<file path="config.mk">
export PLATFORM = sky130hd
export DESIGN_NAME = cau_prod
export DESIGN_NICKNAME = d
export VERILOG_FILES = /design/src/rtl/core/complex_arithmetic_unit_core_assert.svh /design/src/rtl/core/cau_pkg.sv /design/src/rtl/core/cau_prod.sv
export SDC_FILE = /design/constraint.sdc
export NUM_CORES = 2
export LEC_CHECK = 0
export ABC_CLOCK_PERIOD_IN_PS = 10600
export BUFFER_PORTS_ARGS = -buffer_cell sky130_fd_sc_hd__buf_2
export CORE_AREA = 4 4 559 561
export DETAILED_ROUTE_END_ITERATION = 8
export DIE_AREA = 0 0 563 565
export GPL_ROUTABILITY_DRIVEN = 0
export SLEW_MARGIN = 20
export SYNTH_ARGS = -nofsm -noshare
export SYNTH_HDL_FRONTEND = slang
export SYNTH_SLANG_ARGS = --single-unit
export TNS_END_PERCENT = 20
</file>
<file path="constraint.sdc">
create_clock -name clk_i -period 10.6 [get_ports clk_i]
set_input_delay 2.12 -clock clk_i [delete_from_list [all_inputs] [get_ports clk_i]]
set_output_delay 2.12 -clock clk_i [all_outputs]
set_load 0.01 [all_outputs]
</file>
<file path="src/rtl/core/complex_arithmetic_unit_core_assert.svh">
// Assertion macros for the complex arithmetic unit core.
// Used by the top level only; expects clk_i and rst_ni in scope.
`ifndef COMPLEX_ARITHMETIC_UNIT_CORE_ASSERT_SVH
`define COMPLEX_ARITHMETIC_UNIT_CORE_ASSERT_SVH

// Assertion sampled on the clock, disabled while reset is asserted.
`define CAU_ASSERT(label, prop, msg) \
  label: assert property (@(posedge clk_i) disable iff (!rst_ni) (prop)) else $error(msg);

// Implication form, disabled while reset is asserted.
`define CAU_ASSERT_IMP(label, pre, post, msg) \
  `CAU_ASSERT(label, (pre) |-> (post), msg)

`endif

</file>
<file path="src/rtl/core/cau_pkg.sv">
// Shared types and defaults for the complex arithmetic unit.
// No dependencies.
`timescale 1ns / 1ps
`default_nettype none

package cau_pkg;

  localparam int unsigned DataWidthDefault = 16;
  localparam int unsigned FracBitsDefault  = 8;

  typedef enum logic [1:0] {
    OpAdd = 2'd0,
    OpSub = 2'd1,
    OpMul = 2'd2,
    OpDiv = 2'd3
  } op_e;

  typedef struct packed {
    logic valid;
    op_e  op;
  } ctrl_t;

endpackage

`default_nettype wire

</file>
<file path="src/rtl/core/cau_prod.sv">
// Product and sum stages of the complex arithmetic unit (two register stages).
// Depends on cau_pkg.
`timescale 1ns / 1ps
`default_nettype none

module cau_prod #(
  parameter int unsigned W = 16
) (
  input  wire logic                  clk_i,
  input  wire logic                  rst_ni,
  input  wire logic                  en_i,
  input  cau_pkg::ctrl_t             ctrl_i,
  input  wire logic signed [W-1:0]   a_re_i,
  input  wire logic signed [W-1:0]   a_im_i,
  input  wire logic signed [W-1:0]   b_re_i,
  input  wire logic signed [W-1:0]   b_im_i,
  output cau_pkg::ctrl_t             ctrl_o,
  output logic signed [2*W:0]        re_o,
  output logic signed [2*W:0]        im_o,
  output logic [2*W-1:0]             den_o
);
  import cau_pkg::*;

  ctrl_t ctrl1_q;
  logic signed [2*W-1:0] ac_q, bd_q, ad_q, bc_q, cc_q, dd_q;
  logic signed [W-1:0] ar_q, ai_q, br_q, bi_q;
  ctrl_t ctrl2_q;
  logic signed [2*W:0] re_d, im_d, re_q, im_q;
  logic [2*W-1:0] den_d, den_q;
  logic signed [2*W:0] s_ar, s_ai, s_br, s_bi;

  always_ff @(posedge clk_i or negedge rst_ni) begin
    if (!rst_ni) begin
      ctrl1_q <= '0;
      ctrl2_q <= '0;
    end else if (en_i) begin
      ctrl1_q <= ctrl_i;
      ctrl2_q <= ctrl1_q;
    end
  end

  always_ff @(posedge clk_i) begin
    if (en_i) begin
      ac_q  <= a_re_i * b_re_i;
      bd_q  <= a_im_i * b_im_i;
      ad_q  <= a_re_i * b_im_i;
      bc_q  <= a_im_i * b_re_i;
      cc_q  <= b_re_i * b_re_i;
      dd_q  <= b_im_i * b_im_i;
      ar_q  <= a_re_i;
      ai_q  <= a_im_i;
      br_q  <= b_re_i;
      bi_q  <= b_im_i;
      re_q  <= re_d;
      im_q  <= im_d;
      den_q <= den_d;
    end
  end

  assign s_ar = (2*W+1)'(ar_q);
  assign s_ai = (2*W+1)'(ai_q);
  assign s_br = (2*W+1)'(br_q);
  assign s_bi = (2*W+1)'(bi_q);

  always_comb begin
    den_d = $unsigned(cc_q) + $unsigned(dd_q);
    case (ctrl1_q.op)
      OpAdd: begin
        re_d = s_ar + s_br;
        im_d = s_ai + s_bi;
      end
      OpSub: begin
        re_d = s_ar - s_br;
        im_d = s_ai - s_bi;
      end
      OpMul: begin
        re_d = (2*W+1)'(ac_q) - (2*W+1)'(bd_q);
        im_d = (2*W+1)'(ad_q) + (2*W+1)'(bc_q);
      end
      default: begin
        re_d = (2*W+1)'(ac_q) + (2*W+1)'(bd_q);
        im_d = (2*W+1)'(bc_q) - (2*W+1)'(ad_q);
      end
    endcase
  end

  assign ctrl_o = ctrl2_q;
  assign re_o   = re_q;
  assign im_o   = im_q;
  assign den_o  = den_q;

endmodule

`default_nettype wire

</file>
==> results_dict.tcl <==
set metrics [dict create \
    outcome "complete, no violations" \
    crit_fanout 33 \
    final-instance-count-excl-fill 12167 \
    ctsHoldBuffers 0 \
    htreeDepth 2 \
    end_kind "flip-flop" \
    synth_fp_nets 10246 \
    synth_ff_type "edfxtp_1" \
    synth_top_family_by_area "adder cells" \
    drv_cap 0 \
    postCtsSetupRepairBufs 0 \
    vias_per_cell 4.36 \
    period_minus_slack_ps 8750 \
    clock_sinks 356 \
    cp.arrival_ps 9290 \
    clkLatencyLatePin_ps 670 \
    drive_above_1_share_pct 5.24 \
    setup_tns_ps 0 \
    clk_pin_slew_ps 60 \
    grt_pass1_vias 55686 \
    clock_path_buffers 3 \
    seq_area_frac_synth_pct 13.9 \
    firstDrtPassIters 6 \
    drc 0 \
    synth_fa_ha_area_share_pct 50.7 \
    synth.mux.area_fraction_pct 0.242 \
    grt_pass1_wl_mm 328 \
    drt-initial-drc-count 3591 \
    syn_inst 7980 \
    worst_setup_path_start_kind "input pin" \
    max_freq_ghz 0.114 \
    drv_slew 0 \
    clock_skew_ps 30.1 \
    synth-seq-cells 356 \
    cts_made_buffers 47 \
    synth_edf_count 350 \
    hold_path.class "flip-flop to flip-flop" \
    ctsRootBufferMaster "clkbuf_16" \
    synth_cell_types 86 \
    synthSimpleGateAreaFrac_pct 12.2 \
    start_util_pct 24.9 \
    die_h_um 565 \
    rows 204 \
    dpl.cell_count 12067 \
    crit_type "input pin to flip-flop" \
    die-area_sq_um 318000 \
    post-route-period-util_pct 82.6 \
    synth-async-reset-ratio_pct 1.69 \
    synth_xor_area_share_pct 4.43 \
    filler_cell_count 32762 \
    worstPathRequired_ps 11140 \
    dieWidth_um 563 \
    cts_resized 0 \
    finalWirelength_mm 206 \
    grt_antenna_before_repair 32 \
    wire_per_inst_um 16.9 \
    vias 53103 \
    syn_area_per_cell_sq_um 9.61 \
    grtUsageTotal_pct 13.2 \
    grt_overflow_total 0 \
    synth-compound-area-share_pct 7.79 \
    placed_area_sq_um 82400 \
    cts_tree "done" \
    final_cell_area_sq_um 84000 \
    slew_headroom_pct 28.5 \
    netlist_area_sq_um 76700 \
    grt_max_degree 129 \
    nNetsFinal 10262 \
    hold_violations 0 \
    rsz0062_at_grt "false" \
    core_area_sq_um 308000 \
    finalSetupViolCount 0 \
    yosys_warnings 0 \
    detail-route-antenna-nets 0 \
    boundaryPins 171 \
    tightest_slew_ps 1070 \
    syn2layout_area_growth_pct 9.59 \
    hpwl_mm 165 \
    io_buffer_count 170 \
]
==> final cells by class <==
cell class | instances | area (sq um) | area share [%]
multi-input combinational | 5440 | 57800 | 68.8
sequential | 356 | 10700 | 12.7
inverter | 1884 | 7070 | 8.42
tap | 4120 | 5150 | 6.13
timing repair buffer | 267 | 1660 | 1.98
clock buffer | 49 | 1180 | 1.41
clock inverter | 39 | 434 | 0.517
antenna | 12 | 30.0 | 0.0357
==> logic make-up (layout without fill, tap and decap cells) <==
logic type                 after synthesis  in the layout
adders and majority gates             2196           2196
buffers and inverters                 2184           2239
and+or+nand+nor                       1928           1928
AOI/OAI and AO/OA                      911            911
xor gates and xnor gates               387            387
DFF                                    356            356
muxes                                   18             18
other                                    0             12
==> sequential cells by signal (all words and copies together), names as in the netlist <==
| signal | count |
|---|---|
| ac_q | 32 |
| ad_q | 32 |
| ai_q | 16 |
| ar_q | 16 |
| bc_q | 32 |
| bd_q | 32 |
| bi_q | 15 |
| br_q | 15 |
| cc_q | 31 |
| ctrl1_q | 3 |
| ctrl_o | 3 |
| dd_q | 31 |
| den_o | 32 |
| im_o | 33 |
| re_o | 33 |
==> critical path, cell delays in order <==
cell and delay (ps):
buf_2 750, and2_1 260, fa_1 420, inv_1 80, fa_1 430, fa_1 500
fa_1 550, inv_1 50, fa_1 490, fa_1 410, ha_1 350, a21o_1 190
a21o_1 170, a211oi_1 330, a21oi_1 150, o221a_2 310, a2111oi_0 840, o31ai_1 310
or4_1 450, nand3_1 90
==> metal layers <==
layer / wire length, um / global-route usage (%) / vias up
met3: 10800 / 1.53 / 232
met4: 6430 / 3.55 / 0
li1: - / - / 24481
met5: 0 / 0 / -
met1: 92500 / 18.3 / 27064
met2: 96200 / 21.7 / 1326
==> through the flow <==
| step | util, % | worst slack, ps | hold slack (ps) |
|---|---|---|---|
| after floorplan | - | 2100 | 475 |
| after global placement | 26.8 | 1190 | 485 |
| after detailed placement | 26.8 | 1260 | 491 |
| after global routing | 27.3 | 1510 | 508 |
| final | 27.3 | 1850 | 501 |
| after CTS | 27.3 | 1960 | 504 |
==> path summary, 6_finish.rpt <==
kind,startpoint,endpoint,slack (ps),cells past startpoint
min reg2reg,ctrl_o[0],ctrl_o[0],500,1
max reg2reg,bd_q[4],re_o[31],4830,18
max,a_re_i[6],ac_q[28],1850,20
min,ctrl_o[0],ctrl_o[0],500,1
min in group asynchronous,rst_ni,ctrl1_q[1],1270,1
max in group asynchronous,rst_ni,ctrl1_q[1],9170,1
==> Yosys cell counts, types with 9 or more instances <==
| library cell | n | area [sq um] |
|---|---|---|
| nor3_1 | 73 | 365 |
| a31oi_1 | 19 | 119 |
| edfxtp_1 | 350 | 10500 |
| xnor2_1 | 277 | 2430 |
| nand2b_1 | 56 | 350 |
| mux2i_1 | 14 | 140 |
| nor2_1 | 289 | 1080 |
| ha_1 | 676 | 8460 |
| a31o_2 | 23 | 201 |
| clkbuf_1 | 286 | 1070 |
| nand4_1 | 19 | 119 |
| o21bai_1 | 43 | 323 |
| o31ai_1 | 27 | 203 |
| buf_1 | 13 | 48.8 |
| inv_1 | 1881 | 7060 |
| o211ai_1 | 16 | 120 |
| or2_2 | 18 | 113 |
| xor2_1 | 109 | 955 |
| or3_1 | 17 | 106 |
| o21a_1 | 46 | 345 |
| o21ai_0 | 160 | 801 |
| and2_1 | 556 | 3480 |
| a211oi_1 | 39 | 293 |
| and3_1 | 23 | 144 |
| fa_1 | 1520 | 30400 |
| a21o_1 | 141 | 1060 |
| a2111oi_0 | 9 | 78.8 |
| nand3_1 | 41 | 205 |
| nand2_1 | 755 | 2830 |
| a21oi_1 | 271 | 1360 |
| nor2b_1 | 35 | 219 |
| nor4_1 | 13 | 81.3 |
==> cells in the final DEF, fill, tap and decap left out, drive strengths merged, types with 74 or more instances in the layout <==
cell type  instances
a21o             143
inv             1889
o21ai            167
and2             557
nor2             289
nand2            755
xnor2            277
buf              267
fa              1520
xor2             110
nor3              74
a21oi            272
edfxtp           350
ha               676
Power is left out: the tool's default activity adds up to more than one toggle a clock period on the data nets, which glitch-free logic cannot reach.
